$ cat config.mk
export PLATFORM = sky130hd
export DESIGN_NAME = touch_codec_digitizer_regs_flat
export DESIGN_NICKNAME = d
export VERILOG_FILES = /design/src/rtl/tdr_pkg.sv /design/src/rtl/tdr_if.sv /design/src/rtl/tdr_in_stage.sv /design/src/rtl/tdr_core.sv /design/src/rtl/tdr_out_stage.sv /design/src/rtl/touch_codec_digitizer_regs.sv /design/src/flat_wrapper.sv
export VERILOG_INCLUDE_DIRS = /design/src /design/src/rtl
export SDC_FILE = /design/constraint.sdc
export NUM_CORES = 2
export LEC_CHECK = 0
export BUFFER_PORTS_ARGS = -buffer_cell sky130_fd_sc_hd__buf_2
export CORE_ASPECT_RATIO = 1.2
export CORE_MARGIN = 5
export CORE_UTILIZATION = 35
export CTS_BUF_LIST = sky130_fd_sc_hd__clkbuf_8
export DETAILED_ROUTE_END_ITERATION = 12
export PLACE_DENSITY_LB_ADDON = 0.12
export SLEW_MARGIN = 20
export SYNTH_ARGS = -nofsm -noshare
export SYNTH_HDL_FRONTEND = slang
export SYNTH_SLANG_ARGS = --single-unit
$ cat constraint.sdc
create_clock -name clk -period 7.9 [get_ports clk]
set_input_delay 0.79 -clock clk [delete_from_list [all_inputs] [get_ports clk]]
set_output_delay 0.79 -clock clk [all_outputs]
set_load 0.1 [all_outputs]
$ cat src/rtl/touch_codec_digitizer_regs_defines.svh
// ----------------------------------------------------------------------------
// touch codec digitizer assertion macros
// shared property forms used by the concurrent checks in the rtl
// ----------------------------------------------------------------------------
`ifndef TOUCH_CODEC_DIGITIZER_REGS_DEFINES_SVH
`define TOUCH_CODEC_DIGITIZER_REGS_DEFINES_SVH

// same-cycle implication, disabled while in reset
`define TDR_ASSERT_IMP(label, clk, rst_n, ante, cons) \
    label: assert property (@(posedge clk) disable iff (!rst_n) (ante) |-> (cons)) \
        else $error("tdr check failed");

// next-cycle implication, disabled while in reset
`define TDR_ASSERT_NXT(label, clk, rst_n, ante, cons) \
    label: assert property (@(posedge clk) disable iff (!rst_n) (ante) |=> (cons)) \
        else $error("tdr check failed");

`endif

$ cat src/rtl/tdr_pkg.sv
// ----------------------------------------------------------------------------
// tdr_pkg
// types, constants and helpers for the touch codec register file
// ----------------------------------------------------------------------------
`default_nettype none

package tdr_pkg;

    localparam int SAMPLE_BITS = 12;
    localparam int VREF_MV     = 3300;
    localparam int FULL_SCALE  = (1 << SAMPLE_BITS) - 1;

    typedef logic [SAMPLE_BITS-1:0] sample_t;
    localparam sample_t SAMPLE_FULL = '1;

    // aux conversion: round(mv * full_scale / vref) by reciprocal multiply
    localparam int AUX_HALF  = VREF_MV / 2;
    localparam int PROD_W    = 16 + SAMPLE_BITS;
    localparam int NUM_W     = $clog2(VREF_MV * (FULL_SCALE + 1));
    localparam int VREF_W    = $clog2(VREF_MV + 1);
    localparam int DIV_SHIFT = NUM_W + VREF_W;
    localparam int RECIP_W   = DIV_SHIFT - VREF_W + 2;
    localparam logic [RECIP_W-1:0] AUX_RECIP =
        RECIP_W'(((64'd1 << DIV_SHIFT) + 64'(VREF_MV) - 64'd1) / 64'(VREF_MV));

    localparam int NREGS          = 26;
    localparam int SLOT_W         = $clog2(NREGS);
    localparam int GPIOSHARE_SLOT = 22;
    localparam int GPIO_PEN_SHARE = 3;

    typedef enum logic [2:0] {
        OP_READ  = 3'd0,
        OP_WRITE = 3'd1,
        OP_TICK  = 3'd2,
        OP_PEN   = 3'd3,
        OP_AUX   = 3'd4
    } op_t;

    // fixed and digitizer register addresses
    localparam logic [6:0] ADDR_RESET  = 7'h00;
    localparam logic [6:0] ADDR_EXT_ID = 7'h28;
    localparam logic [6:0] ADDR_DIG1   = 7'h76;
    localparam logic [6:0] ADDR_DIG2   = 7'h78;
    localparam logic [6:0] ADDR_DIGRES = 7'h7a;
    localparam logic [6:0] ADDR_VID1   = 7'h7c;
    localparam logic [6:0] ADDR_VID2   = 7'h7e;

    localparam logic [15:0] RESET_ID_VAL = 16'h6174;
    localparam logic [15:0] EXT_ID_VAL   = 16'h0405;
    localparam logic [15:0] VID1_VAL     = 16'h574D;
    localparam logic [15:0] VID2_VAL     = 16'h4C12;

    // digitizer control one bits
    localparam int DIG1_POLL      = 15;
    localparam int DIG1_CH_LSB    = 12;
    localparam int DIG1_XY        = 11;
    localparam int DIG1_CONT      = 10;
    localparam int DIG1_SLOT_MODE = 3;
    // digitizer control two bits
    localparam int DIG2_PEN_DET   = 11;
    localparam int DIG2_WAIT      = 9;

    localparam logic [2:0] CH_NONE = 3'd0;
    localparam logic [2:0] CH_X    = 3'd1;
    localparam logic [2:0] CH_Y    = 3'd2;
    localparam logic [2:0] CH_PRES = 3'd3;

    localparam logic [6:0] REG_ADDRS [NREGS] = '{
        7'h02, 7'h04, 7'h06, 7'h0a, 7'h0e, 7'h10, 7'h14, 7'h16, 7'h18, 7'h1a,
        7'h1c, 7'h24, 7'h26, 7'h2a, 7'h2c, 7'h2e, 7'h32, 7'h4c, 7'h4e, 7'h50,
        7'h52, 7'h54, 7'h56, 7'h58, 7'h5a, 7'h5c};

    localparam logic [15:0] REG_DEFAULTS [NREGS] = '{
        16'h8000, 16'h8000, 16'h8000, 16'hc008, 16'h6808, 16'he808, 16'had00,
        16'h8000, 16'he808, 16'h3000, 16'h8000, 16'h0000, 16'h0000, 16'h0410,
        16'hbb80, 16'hbb80, 16'hbb80, 16'hf83e, 16'hffff, 16'h0000, 16'h0000,
        16'h0000, 16'hf83e, 16'h0008, 16'h0000, 16'h0000};

    // channel index in bits 14-12, sample in 11-0
    typedef logic [14:0] dig_word_t;

    typedef struct packed {
        logic              hit;
        logic [SLOT_W-1:0] idx;
    } slot_lookup_t;

    typedef struct packed {
        logic [2:0]        op;
        logic [6:0]        reg_addr;
        logic [15:0]       write_data;
        logic signed [15:0] pen_x;
        logic signed [15:0] pen_y;
        logic signed [15:0] pen_press;
        logic [1:0]        aux_pin;
        logic              aux_sat;
        logic [NUM_W-1:0]  aux_num;
    } item_t;

    typedef struct packed {
        logic [15:0] read_data;
        logic        read_ok;
        logic        slot_valid;
        logic [15:0] slot_data;
        logic        pen_pin_level;
    } result_t;

    // addresses in the table are distinct, so the matches can be or-ed
    function automatic slot_lookup_t find_slot(input logic [6:0] addr);
        slot_lookup_t r;
        r = '0;
        for (int i = 0; i < NREGS; i++)
        begin
            if (REG_ADDRS[i] == addr)
            begin
                r.hit = 1'b1;
                r.idx = r.idx | SLOT_W'(i);
            end
        end
        return r;
    endfunction

endpackage

`default_nettype wire

$ cat src/rtl/tdr_if.sv
// ----------------------------------------------------------------------------
// tdr_if
// item and result channels of the touch codec register file
// ----------------------------------------------------------------------------
`default_nettype none

interface tdr_in_if;
    logic               valid;
    logic               ready;
    logic [2:0]         op;
    logic [6:0]         reg_addr;
    logic [15:0]        write_data;
    logic signed [15:0] pen_x;
    logic signed [15:0] pen_y;
    logic signed [15:0] pen_press;
    logic [1:0]         aux_pin;
    logic [15:0]        aux_millivolts;

    modport source (
        output valid, op, reg_addr, write_data, pen_x, pen_y, pen_press,
               aux_pin, aux_millivolts,
        input  ready
    );
    modport sink (
        input  valid, op, reg_addr, write_data, pen_x, pen_y, pen_press,
               aux_pin, aux_millivolts,
        output ready
    );
endinterface

interface tdr_out_if;
    logic        valid;
    logic        ready;
    logic [15:0] read_data;
    logic        read_ok;
    logic        slot_valid;
    logic [15:0] slot_data;
    logic        pen_pin_level;

    modport source (
        output valid, read_data, read_ok, slot_valid, slot_data, pen_pin_level,
        input  ready
    );
    modport sink (
        input  valid, read_data, read_ok, slot_valid, slot_data, pen_pin_level,
        output ready
    );
endinterface

`default_nettype wire

$ cat src/rtl/tdr_in_stage.sv
// ----------------------------------------------------------------------------
// tdr_in_stage
// input register, also forms the aux conversion numerator
// ----------------------------------------------------------------------------
`default_nettype none

module tdr_in_stage
    import tdr_pkg::*;
(
    input  wire logic clk,
    input  wire logic rst_n,
    tdr_in_if.sink    req,
    input  wire logic advance,
    output logic      valid,
    output item_t     item
);

    logic        valid_reg;
    logic        valid_next;
    item_t       item_reg;
    logic        accept;
    logic [PROD_W-1:0] aux_prod;

    assign req.ready = !valid_reg || advance;
    assign accept    = req.valid && req.ready;

    assign aux_prod = PROD_W'(req.aux_millivolts) * PROD_W'(FULL_SCALE)
                    + PROD_W'(AUX_HALF);

    always_comb
    begin
        valid_next = valid_reg;
        if (accept)
        begin
            valid_next = 1'b1;
        end
        else if (advance)
        begin
            valid_next = 1'b0;
        end
    end

    always_ff @(posedge clk or negedge rst_n)
    begin
        if (!rst_n)
        begin
            valid_reg <= 1'b0;
        end
        else
        begin
            valid_reg <= valid_next;
        end
    end

    always_ff @(posedge clk)
    begin
        if (accept)
        begin
            item_reg.op         <= req.op;
            item_reg.reg_addr   <= req.reg_addr;
            item_reg.write_data <= req.write_data;
            item_reg.pen_x      <= req.pen_x;
            item_reg.pen_y      <= req.pen_y;
            item_reg.pen_press  <= req.pen_press;
            item_reg.aux_pin    <= req.aux_pin;
            item_reg.aux_sat    <= req.aux_millivolts > 16'(VREF_MV);
            item_reg.aux_num    <= NUM_W'(aux_prod);
        end
    end

    assign valid = valid_reg;
    assign item  = item_reg;

endmodule

`default_nettype wire

$ cat src/rtl/tdr_core.sv
// ----------------------------------------------------------------------------
// tdr_core
// codec register store, digitizer state and per-item update logic
// ----------------------------------------------------------------------------
`default_nettype none

`include "touch_codec_digitizer_regs_defines.svh"

module tdr_core
    import tdr_pkg::*;
(
    input  wire logic  clk,
    input  wire logic  rst_n,
    input  wire logic  fire,
    input  wire item_t item,
    input  wire logic  pen_pin_enable,
    output result_t    result
);

    logic [15:0] store_reg [NREGS];
    logic [15:0] store_next [NREGS];
    logic [15:0] dig1_reg, dig1_next;
    logic [15:0] dig2_reg, dig2_next;
    dig_word_t   dig_res_reg, dig_res_next;
    sample_t     samples_reg [3];
    sample_t     samples_next [3];
    logic        pen_down_reg, pen_down_next;
    sample_t     aux_reg [4];
    sample_t     aux_next [4];
    logic        unread_reg, unread_next;
    logic [1:0]  pend_cnt_reg, pend_cnt_next;
    dig_word_t   pend_reg [2];
    dig_word_t   pend_next [2];

    slot_lookup_t lookup;
    logic [NUM_W+RECIP_W-1:0] aux_quot_prod;
    sample_t     aux_level;
    logic        pen_up;
    logic        tick_blocked;
    logic        tick_hit;
    dig_word_t   tick_word;
    logic [2:0]  tick_ch;
    dig_word_t   word_x, word_y, word_ch;

    function automatic dig_word_t chan_word(
        input logic [2:0] ch,
        input sample_t    s [3],
        input sample_t    a [4]
    );
        sample_t v;
        v = '0;
        unique case (ch)
            CH_NONE: v = '0;
            CH_X:    v = s[0];
            CH_Y:    v = s[1];
            CH_PRES: v = s[2];
            default: v = a[ch[1:0]];
        endcase
        return {ch, 12'(v)};
    endfunction

    assign lookup        = find_slot(item.reg_addr);
    assign aux_quot_prod = (NUM_W+RECIP_W)'(item.aux_num) * (NUM_W+RECIP_W)'(AUX_RECIP);
    assign aux_level     = item.aux_sat ? SAMPLE_FULL : SAMPLE_BITS'(aux_quot_prod >> DIV_SHIFT);
    assign pen_up        = item.pen_x[15] || item.pen_y[15] || item.pen_press[15];

    assign tick_ch = dig1_reg[DIG1_CH_LSB +: 3];
    assign word_x  = chan_word(CH_X, samples_reg, aux_reg);
    assign word_y  = chan_word(CH_Y, samples_reg, aux_reg);
    assign word_ch = chan_word(tick_ch, samples_reg, aux_reg);

    // register mode waits for the result read if asked; slot mode for slot 0
    assign tick_blocked =
        (!dig1_reg[DIG1_SLOT_MODE] && unread_reg && dig2_reg[DIG2_WAIT]) ||
        (dig1_reg[DIG1_SLOT_MODE] && (dig1_reg[2:0] != 3'd0));

    always_comb
    begin
        store_next    = store_reg;
        dig1_next     = dig1_reg;
        dig2_next     = dig2_reg;
        dig_res_next  = dig_res_reg;
        samples_next  = samples_reg;
        pen_down_next = pen_down_reg;
        aux_next      = aux_reg;
        unread_next   = unread_reg;
        pend_cnt_next = pend_cnt_reg;
        pend_next     = pend_reg;
        tick_hit      = 1'b0;
        tick_word     = '0;
        result        = '0;

        if (fire)
        begin
            unique case (item.op)
                OP_READ:
                begin
                    result.read_ok = 1'b1;
                    if (lookup.hit)
                    begin
                        result.read_data = store_reg[lookup.idx];
                    end
                    else
                    begin
                        unique case (item.reg_addr)
                            ADDR_RESET:  result.read_data = RESET_ID_VAL;
                            ADDR_EXT_ID: result.read_data = EXT_ID_VAL;
                            ADDR_DIG1:   result.read_data = dig1_reg;
                            ADDR_DIG2:   result.read_data = dig2_reg;
                            ADDR_DIGRES:
                            begin
                                result.read_data = {pen_down_reg, dig_res_reg};
                                unread_next      = 1'b0;
                            end
                            ADDR_VID1:   result.read_data = VID1_VAL;
                            ADDR_VID2:   result.read_data = VID2_VAL;
                            default:     result.read_ok   = 1'b0;
                        endcase
                    end
                end
                OP_WRITE:
                begin
                    if (lookup.hit)
                    begin
                        store_next[lookup.idx] = item.write_data;
                    end
                    else if (item.reg_addr == ADDR_DIG1)
                    begin
                        dig1_next = item.write_data;
                    end
                    else if (item.reg_addr == ADDR_DIG2)
                    begin
                        dig2_next = item.write_data;
                    end
                end
                OP_TICK:
                begin
                    if (!tick_blocked)
                    begin
                        priority if (pend_cnt_reg == 2'd2 || pend_cnt_reg == 2'd1)
                        begin
                            // queued words go out in order y then third channel
                            tick_hit      = 1'b1;
                            tick_word     = pend_cnt_reg[1] ? pend_reg[0] : pend_reg[1];
                            pend_cnt_next = pend_cnt_reg - 2'd1;
                        end
                        else if (dig1_reg[DIG1_POLL] || (dig1_reg[DIG1_CONT] &&
                                 (pen_down_reg || !dig2_reg[DIG2_PEN_DET])))
                        begin
                            tick_hit             = 1'b1;
                            dig1_next[DIG1_POLL] = 1'b0;
                            if (dig1_reg[DIG1_XY])
                            begin
                                tick_word = word_x;
                                if (tick_ch != CH_NONE)
                                begin
                                    pend_next[0]  = word_y;
                                    pend_next[1]  = word_ch;
                                    pend_cnt_next = 2'd2;
                                end
                                else
                                begin
                                    pend_next[1]  = word_y;
                                    pend_cnt_next = 2'd1;
                                end
                            end
                            else
                            begin
                                tick_word = word_ch;
                            end
                        end
                        else
                        begin
                            tick_hit = 1'b0;
                        end

                        if (tick_hit)
                        begin
                            if (dig1_reg[DIG1_SLOT_MODE])
                            begin
                                result.slot_valid = 1'b1;
                                result.slot_data  = {pen_down_reg, tick_word};
                            end
                            else
                            begin
                                dig_res_next = tick_word;
                                unread_next  = 1'b1;
                            end
                        end
                    end
                end
                OP_PEN:
                begin
                    samples_next[0] = pen_up ? SAMPLE_FULL : item.pen_x[SAMPLE_BITS-1:0];
                    samples_next[1] = pen_up ? SAMPLE_FULL : item.pen_y[SAMPLE_BITS-1:0];
                    samples_next[2] = pen_up ? '0 : item.pen_press[SAMPLE_BITS-1:0];
                    pen_down_next   = !pen_up;
                end
                OP_AUX:
                begin
                    aux_next[item.aux_pin] = aux_level;
                end
                default:
                begin
                    result = '0;
                end
            endcase
        end

        result.pen_pin_level = pen_pin_enable &&
                               !store_next[GPIOSHARE_SLOT][GPIO_PEN_SHARE] &&
                               pen_down_next;
    end

    always_ff @(posedge clk or negedge rst_n)
    begin
        if (!rst_n)
        begin
            for (int i = 0; i < NREGS; i++)
            begin
                store_reg[i] <= REG_DEFAULTS[i];
            end
            dig1_reg     <= '0;
            dig2_reg     <= '0;
            dig_res_reg  <= '0;
            samples_reg  <= '{default: '0};
            pen_down_reg <= 1'b0;
            aux_reg      <= '{default: '0};
            unread_reg   <= 1'b0;
            pend_cnt_reg <= '0;
            pend_reg     <= '{default: '0};
        end
        else
        begin
            store_reg    <= store_next;
            dig1_reg     <= dig1_next;
            dig2_reg     <= dig2_next;
            dig_res_reg  <= dig_res_next;
            samples_reg  <= samples_next;
            pen_down_reg <= pen_down_next;
            aux_reg      <= aux_next;
            unread_reg   <= unread_next;
            pend_cnt_reg <= pend_cnt_next;
            pend_reg     <= pend_next;
        end
    end

    `TDR_ASSERT_IMP(a_pend_cnt_range, clk, rst_n, 1'b1, pend_cnt_reg != 2'd3)
    `TDR_ASSERT_IMP(a_slot_from_tick, clk, rst_n, result.slot_valid, fire && item.op == OP_TICK)
    `TDR_ASSERT_IMP(a_slot_pen_bit, clk, rst_n, result.slot_valid, result.slot_data[15] == pen_down_reg)
    `TDR_ASSERT_NXT(a_res_read_clears, clk, rst_n, fire && item.op == OP_READ && item.reg_addr == ADDR_DIGRES, !unread_reg)

endmodule

`default_nettype wire

$ cat src/rtl/tdr_out_stage.sv
// ----------------------------------------------------------------------------
// tdr_out_stage
// result register holding one finished item until the sink takes it
// ----------------------------------------------------------------------------
`default_nettype none

module tdr_out_stage
    import tdr_pkg::*;
(
    input  wire logic    clk,
    input  wire logic    rst_n,
    tdr_out_if.source    rsp,
    input  wire logic    load,
    input  wire result_t result,
    output logic         free
);

    logic    valid_reg;
    logic    valid_next;
    result_t result_reg;

    assign free = !valid_reg || rsp.ready;

    always_comb
    begin
        valid_next = valid_reg;
        if (load)
        begin
            valid_next = 1'b1;
        end
        else if (rsp.ready)
        begin
            valid_next = 1'b0;
        end
    end

    always_ff @(posedge clk or negedge rst_n)
    begin
        if (!rst_n)
        begin
            valid_reg <= 1'b0;
        end
        else
        begin
            valid_reg <= valid_next;
        end
    end

    always_ff @(posedge clk)
    begin
        if (load)
        begin
            result_reg <= result;
        end
    end

    assign rsp.valid         = valid_reg;
    assign rsp.read_data     = result_reg.read_data;
    assign rsp.read_ok       = result_reg.read_ok;
    assign rsp.slot_valid    = result_reg.slot_valid;
    assign rsp.slot_data     = result_reg.slot_data;
    assign rsp.pen_pin_level = result_reg.pen_pin_level;

endmodule

`default_nettype wire

$ cat src/rtl/touch_codec_digitizer_regs.sv
// ----------------------------------------------------------------------------
// touch_codec_digitizer_regs
// codec register file with touch digitizer, apb configuration port
// ----------------------------------------------------------------------------
// One item per clock cycle while the result side takes results, through an
// input register, then update logic that writes all state and the result
// register together. The rate is set by that state update; the aux voltage
// conversion is split into one multiplier in front of the input register and
// one behind it. A result is produced for every item, and the next item is
// taken while a result waits. All state comes out of reset directly, no
// clearing pass.
// ----------------------------------------------------------------------------
`default_nettype none

module touch_codec_digitizer_regs
    import tdr_pkg::*;
(
    input  wire logic        clk,
    input  wire logic        rst_n,
    input  wire logic        psel,
    input  wire logic        penable,
    input  wire logic        pwrite,
    input  wire logic [2:0]  paddr,
    input  wire logic [31:0] pwdata,
    output logic      [31:0] prdata,
    output logic             pready,
    tdr_in_if.sink           req,
    tdr_out_if.source        rsp
);

    localparam logic REG_PEN_PIN_ENABLE = 1'b0;

    logic    pen_en_reg;
    logic    cfg_write;
    logic    s1_valid;
    item_t   s1_item;
    logic    out_free;
    logic    advance;
    result_t core_result;

    assign pready    = 1'b1;
    assign cfg_write = psel && penable && pwrite && pready;
    assign prdata    = (paddr[2] == REG_PEN_PIN_ENABLE) ? {31'b0, pen_en_reg} : 32'b0;

    always_ff @(posedge clk or negedge rst_n)
    begin
        if (!rst_n)
        begin
            pen_en_reg <= 1'b1;
        end
        else if (cfg_write && paddr[2] == REG_PEN_PIN_ENABLE)
        begin
            pen_en_reg <= pwdata[0];
        end
    end

    // an item moves on when the result register can take its transfer
    assign advance = s1_valid && out_free;

    tdr_in_stage u_in_stage (
        .clk     (clk),
        .rst_n   (rst_n),
        .req     (req),
        .advance (advance),
        .valid   (s1_valid),
        .item    (s1_item)
    );

    tdr_core u_core (
        .clk            (clk),
        .rst_n          (rst_n),
        .fire           (advance),
        .item           (s1_item),
        .pen_pin_enable (pen_en_reg),
        .result         (core_result)
    );

    tdr_out_stage u_out_stage (
        .clk    (clk),
        .rst_n  (rst_n),
        .rsp    (rsp),
        .load   (advance),
        .result (core_result),
        .free   (out_free)
    );

endmodule

`default_nettype wire

$ cat src/flat_wrapper.sv
// flat-port wrapper written by rule: the top's interface ports become plain ports
module touch_codec_digitizer_regs_flat import tdr_pkg::*;
  (clk, rst_n, psel, penable, pwrite, paddr, pwdata, prdata, pready, req_valid, req_op, req_reg_addr, req_write_data, req_pen_x, req_pen_y, req_pen_press, req_aux_pin, req_aux_millivolts, req_ready, rsp_valid, rsp_read_data, rsp_read_ok, rsp_slot_valid, rsp_slot_data, rsp_pen_pin_level, rsp_ready);
  tdr_in_if req_i ();
  tdr_out_if rsp_i ();
  input  wire logic clk;
  input  wire logic rst_n;
  input  wire logic psel;
  input  wire logic penable;
  input  wire logic pwrite;
  input  wire logic [2:0] paddr;
  input  wire logic [31:0] pwdata;
  output logic      [31:0] prdata;
  output logic pready;
  input wire logic [$bits(req_i.valid)-1:0] req_valid;
  input wire logic [$bits(req_i.op)-1:0] req_op;
  input wire logic [$bits(req_i.reg_addr)-1:0] req_reg_addr;
  input wire logic [$bits(req_i.write_data)-1:0] req_write_data;
  input wire logic [$bits(req_i.pen_x)-1:0] req_pen_x;
  input wire logic [$bits(req_i.pen_y)-1:0] req_pen_y;
  input wire logic [$bits(req_i.pen_press)-1:0] req_pen_press;
  input wire logic [$bits(req_i.aux_pin)-1:0] req_aux_pin;
  input wire logic [$bits(req_i.aux_millivolts)-1:0] req_aux_millivolts;
  output wire logic [$bits(req_i.ready)-1:0] req_ready;
  output wire logic [$bits(rsp_i.valid)-1:0] rsp_valid;
  output wire logic [$bits(rsp_i.read_data)-1:0] rsp_read_data;
  output wire logic [$bits(rsp_i.read_ok)-1:0] rsp_read_ok;
  output wire logic [$bits(rsp_i.slot_valid)-1:0] rsp_slot_valid;
  output wire logic [$bits(rsp_i.slot_data)-1:0] rsp_slot_data;
  output wire logic [$bits(rsp_i.pen_pin_level)-1:0] rsp_pen_pin_level;
  input wire logic [$bits(rsp_i.ready)-1:0] rsp_ready;
  assign req_i.valid = req_valid;
  assign req_i.op = req_op;
  assign req_i.reg_addr = req_reg_addr;
  assign req_i.write_data = req_write_data;
  assign req_i.pen_x = req_pen_x;
  assign req_i.pen_y = req_pen_y;
  assign req_i.pen_press = req_pen_press;
  assign req_i.aux_pin = req_aux_pin;
  assign req_i.aux_millivolts = req_aux_millivolts;
  assign req_ready = req_i.ready;
  assign rsp_valid = rsp_i.valid;
  assign rsp_read_data = rsp_i.read_data;
  assign rsp_read_ok = rsp_i.read_ok;
  assign rsp_slot_valid = rsp_i.slot_valid;
  assign rsp_slot_data = rsp_i.slot_data;
  assign rsp_pen_pin_level = rsp_i.pen_pin_level;
  assign rsp_i.ready = rsp_ready;
  touch_codec_digitizer_regs u_core (.clk(clk), .rst_n(rst_n), .psel(psel), .penable(penable), .pwrite(pwrite), .paddr(paddr), .pwdata(pwdata), .prdata(prdata), .pready(pready), .req(req_i), .rsp(rsp_i));
endmodule
Word-level counts from Yosys, hierarchy flattened:

Cells that the tools add are included.
W data, S select, Z words.

* bits in read-only memories: 0
* memories: 0
* register bits after elaboration: 720
* bits in latches: 0
* input port bits: 134
* bits in writable memories: 0
* output and inout port bits: 70
* word-level logic and storage cells: 441

* eq/ne operators: 70
* magnitude comparators: 6
* multiplexer cells: 251
* multiply operators: 2
* divide/modulo/power cells: 0
* add/subtract/negate cells: 2
* reduce and logical (&&, ||, !) cells: 46
* shifts and indexed selects: 0
* bitwise operators: 4

Operator list (number)
* $mux W416: 5
* $mux W15: 46
* $mux W30: 20
* $mux W16: 30
* $bwmux W416: 1
* $mux W17: 16
* $mux W6: 26
* $pmux W16 S7: 1
* $mux W48: 2
* $mux W12: 7
* $bmux W16 S5: 1
* $demux W16 S5: 1
* $mux W36: 2
* $eq A7 B7 Y1 const A: 9
* $mux W1: 59
* $mux W2: 27
* $mux W52: 1
* $bwmux W48: 1
* $pmux W12 S4: 1
* $mul A24 B23 Y46 const B: 1
* $eq A5 B7 Y1 const A: 6
* $eq A6 B7 Y1 const A: 6
* $ne A3 B3 Y1 const B: 13
* $eq A7 B7 Y1 const B: 5
* 38 further kinds: 94

Depth between registers and ports, before layout:

* depth after elaboration: 42
* depth in mapped cells: 23
* gate-level depth less buffers: 23

Cells and area by module:

From an unflattened synthesis, not the netlist that was laid out.

* cell total of the unflattened synthesis: 4237
* area total of the unflattened synthesis: 42758.5 µm²

By module, submodules not included
* tdr_core: seq. area each 14600.3 µm², times used 1, cells each 3611, area each 34070.2 µm²
* tdr_in_stage: seq. area each 3057.9 µm², times used 1, cells each 549, area each 7280.7 µm²
* tdr_out_stage: seq. area each 1076.0 µm², times used 1, cells each 38, area each 1098.6 µm²
* touch_codec_digitizer_regs: seq. area each 26.3 µm², times used 1, cells each 39, area each 309.0 µm²

Worst setup path before layout:

OpenSTA, ideal clock, no wires.

* path type: register -> register
* start: reg u_core.u_in_stage.item_reg (netlist bit u_core.u_in_stage.item[3])
* end: reg u_core.u_core.aux_reg[11] (netlist bit)
* buffers on the path: 0
* data required time: 7.775 ns
* data arrival time: 6.391 ns
* library setup time: 0.125 ns
* clock period less this slack: 6.516 ns
* cell stages (with the launch flop): 22
* slack: 1.384 ns
* path through: edfxtp_1 fa_1 inv_1 fa_1 fa_1 inv_1 fa_1 fa_1 fa_1 inv_1 fa_1 inv_1 ha_1 nand4_1 nor4_1 a21oi_1 a311oi_1 o31ai_1 a211oi_1 nor3_1 or3b_2 mux2_2

* cells in the longest elaborated chain, start to end: 5

Ends and longest elaborated chain
* from (decl): RTL line tdr_in_stage.sv:20 `item_t item_reg;`
* $mul A24 B23 Y46: RTL line tdr_core.sv:63 `assign aux_quot_prod = (NUM_W+RECIP_W)'(item.aux_num) * (NUM_W+RECIP_W)'(AUX_RECIP);`
* $mux W12: RTL line tdr_core.sv:64 `assign aux_level = item.aux_sat ? SAMPLE_FULL : SAMPLE_BITS'(aux_quot_prod >> DIV_SHIFT);`
* $bwmux W48: RTL line tdr_core.sv:201 `aux_next[item.aux_pin] = aux_level;`
* $mux W48: RTL line tdr_core.sv:95 `unique case (item.op)`
* $mux W48: RTL line tdr_core.sv:93 `if (fire)`
* to (signal assigned): RTL line tdr_core.sv:241 `aux_reg <= aux_next;`
* to (decl): RTL line tdr_core.sv:28 `sample_t aux_reg [4];`

Every way passes these cells. The select of a mux whose other input is x is not followed.
A chain may end at the register's enable or synchronous reset.

Worst setup path in the final report:

* start: reg u_core.u_in_stage.item_reg (netlist bit u_core.u_in_stage.item[3])
* end: reg u_core.u_core.aux_reg[35] (netlist bit)

Same word-level chain as after synthesis.

==> impl_metrics.csv <==
group,metric,value,unit
clock_network,worstSkewPairLatency,0.82,ns
sta,hold_violations,0,
synthesis,ys_ff_latch,709,
die,dieArea,129000,um^2
clock_network,cts_tree,"done",
detailed_routing,drt_iter0_drc,1899,
global_routing,grt_overflow,0,
detailed_routing,drtAntennaViolNets,0,
synthesis,synth_area,42500,um^2
synthesis,yosysWarnings,0,
status,status,"finished, final reports clean",
cells_and_area,fin_nets,4432,
detailed_routing,drt-pass1-iter-count,6,
synthesis,yosysSeqAreaShare,43.5,%
detailed_routing,wl_met2,60400,um
sta,period_share,93.0,%
detailed_routing,drc,0,
synthesis,synth_edf_count,127,
sta,fin_skew,0.0435,ns
synthesis,yosysTopAreaCell,"dfrtp_1",
sta,drv_slew,0,
worst_setup_path,crit_buf_inv,5,
hold_path,hold_class,"in2reg",
detailed_routing,routedWlPerCell,22.5,um
worst_setup_path,critical_path.cell_chain,"fa_1 > inv_1 > fa_1 > fa_1 > inv_1 > fa_1 > fa_1 > fa_1 > inv_1 > fa_1 > inv_1 > ha_1 > nand4_1 > nor4_1 > a21oi_1 > a311oi_1 > buf_4 > o31ai_1 > a211oi_1 > nor3_1 > or3b_2 > mux2_2",
die,die_h,392,um
sta,rsz0062_at_grt,"no",
worst_setup_path,cp_slowest_stage_delay,0.64,ns
cells_and_area,drive_above_1_share,24.4,%
sta,fin_crit,7.34,ns
worst_setup_path,worstPathRequired,8.59,ns
detailed_routing,avgViaCountPerCell,5.16,
placement,post-dp-hpwl,84800,um
cells_and_area,nFillCells,11900,
worst_setup_path,start_kind,"flip-flop",
flow_run,max-cap-violations,0,
worst_setup_path,crit_type,"reg2reg",
placement,portBuffers,129,
synthesis,yosys_most_used_dff,"dfrtp_1",
synthesis,ys_async_sr_fraction,82.1,%
synthesis,synthDistinctLibCells,83,
detailed_routing,wl,124000,um
worst_setup_path,worstSetupEndpointType,"flip-flop",
clock_network,cts_max_path_buffers,3,
cells_and_area,final_common_cell,"dfrtp_1",
clock_network,htreeDepth,4,
die,initial_core_util,35.1,%
cells_and_area,largest_register_ffs,416,
global_routing,grt_pass1_vias,30100,
worst_setup_path,path_max_fanout,8,
worst_setup_path,critPathMostFrequentCell,"fa_1",
detailed_routing,route.met3.wl,5730,um
die,die_width,328,um
synthesis,synth_top_area_share,29.0,%
worst_setup_path,cp_slowest_cell,"edfxtp_1",
detailed_routing,wl_met1,54700,um
cells_and_area,final_cell_mix,"491 x dfrtp_1, 437 x inv_1, 407 x mux2_2",
clock_network,clkTransAtPathRegs,0.07,ns
global_routing,grt_use_total,19.5,%
clock_network,cts_made_buffers,130,
global_routing,grt_max_degree,157,
worst_setup_path,arrival,8.03,ns
cells_and_area,syn_to_final_growth,11.8,%
sta,setup_tns,0,ns
sta,slew_headroom,24.2,%
detailed_routing,highest_layer,"met4",
clock_network,clock_sinks,709,
synthesis,synthCells,3616,
worst_setup_path,crit_family,"adder cells",
global_routing,antenna_found_initial,8,
global_routing,grt_pass1_wl,190000,um
die,core_area,121000,um^2
placement,gp_congestion,0.798,
sta,setup_violations,0,
sta,tightestPinTransition,1.14,ns
clock_network,cts_root_buf,"clkbuf_8",
die,io_pins,204,
die,placementRows,140,
synthesis,syn_area_per_cell,11.8,um^2
detailed_routing,vias,28400,
synthesis,synth_area_leaders,"dfrtp_1 29%, fa_1 12%, mux2_2 11%, edfxtp_1 9.0%, ha_1 8.6%",
sta,fmax,136,MHz
## cell families after synthesis
| logic type | Yosys count | synth area share (%) |
|---|---|---|
| AOI/OAI and AO/OA | 676 | 10.8 |
| xor gates and xnor gates | 36 | 0.742 |
| adders and majority gates | 543 | 20.4 |
| buffers and inverters | 603 | 5.93 |
| DFF | 709 | 43.5 |
| muxes | 442 | 12.0 |
| other | 2 | 0.0177 |
| and+or+nand+nor | 605 | 6.64 |
## stage by stage
stage | instances | utilization (%) | hold WS (ns) | setup WS (ns) | cell area [um^2]
floorplan | 3646 | - | 0.435 | 1.38 | 42600
global placement | 5254 | 37.1 | 0.444 | 0.333 | 44900
detailed placement | 5254 | 37.1 | 0.446 | 0.329 | 44900
CTS | 5496 | 39.3 | 0.0378 | 0.312 | 47500
global route | 5498 | 39.3 | 0.0756 | 0.0928 | 47500
finish | 5499 | 39.3 | 0.145 | 0.556 | 47500
## cell type report
class / instances / area, um^2 / area share [%]
multi-input combinational: 2334 / 21700 / 45.7
tap: 1633 / 2040 / 4.30
timing repair buffer: 207 / 1290 / 2.72
antenna: 2 / 5.00 / 0.0105
inverter: 373 / 1400 / 2.94
clock buffer: 155 / 2130 / 4.49
sequential: 709 / 18500 / 38.9
clock inverter: 86 / 445 / 0.937
## worst reg2reg max path, delay by kind of cell (launching register included)
kind            cells  cell delay, ns
fa+ha+maj           8            3.57
simple gates        4            1.22
compound gates      4            1.10
flops               1            0.64
buf+inv             5            0.43
mux                 1            0.28
## layer usage
layer,vias up,track usage [%]
li1,12900,-
met4,0,5.35
met1,14600,26.0
met3,166,3.13
met2,684,33.0
met5,-,0.496
## what timing repair did
| action | 4_1_cts | 5_1_grt |
|---|---|---|
| hold buffers | 1 | 0 |
| setup endpoints to repair | 0 | 1 |
| gates resized for setup | 0 | 1 |
| setup buffers | 0 | 0 |
| endpoints found under the hold margin | 53 | 0 |
## cells in the mapped netlist (6+ instances only)
cell and count:
clkbuf_1 120, buf_4 49, fa_1 250, xor2_1 9
a22oi_1 76, a2111oi_0 6, a211o_1 8, buf_1 12
a31oi_1 8, nor3_1 39, a21oi_1 199, nor2b_1 17
a221o_1 12, a221oi_1 27, o22ai_1 20, mux4_2 12
nand2b_1 18, and2_1 27, a21o_1 21, nand4_1 10
nor4_1 15, mux2i_1 23, nor2_1 173, a211oi_1 29
xnor2_1 27, a22o_1 19, o31ai_1 6, or3_1 8
and3_1 15, o211ai_1 9, edfxtp_1 127, a222oi_1 53
o21a_1 9, o22a_1 25, nand3_1 35, buf_2 46
dfrtp_1 492, inv_1 372, mux2_2 407, o21ai_0 116
nand2_1 200, ha_1 293, nor2_2 17, dfstp_2 90
## path summary, 6_finish.rpt
check	depth (start not counted)	start	slack (ns)	endpoint
setup / recovery	22	u_core.u_in_stage.item[3]$_DFFE_PP_	0.56	u_core.u_core.aux_reg[35]$_DFFE_PN0P_
hold / removal	1	req_op[0]	0.15	u_core.u_in_stage.item[98]$_DFFE_PP_
setup reg to reg	22	u_core.u_in_stage.item[3]$_DFFE_PP_	0.56	u_core.u_core.aux_reg[35]$_DFFE_PN0P_
hold reg to reg	1	u_core.u_in_stage.item[66]$_DFFE_PP_	0.46	u_core.u_core.samples_reg[31]$_DFFE_PN0P_
max in group asynchronous	3	rst_n	5.77	u_core.u_core.dig1_reg[12]$_DFFE_PN0P_
min in group asynchronous	2	rst_n	0.64	u_core.u_core.store_reg[226]$_DFFE_PN0P_
Power is left out: the tool's default activity adds up to more than one toggle a clock period on the data nets, which glitch-free logic cannot reach.
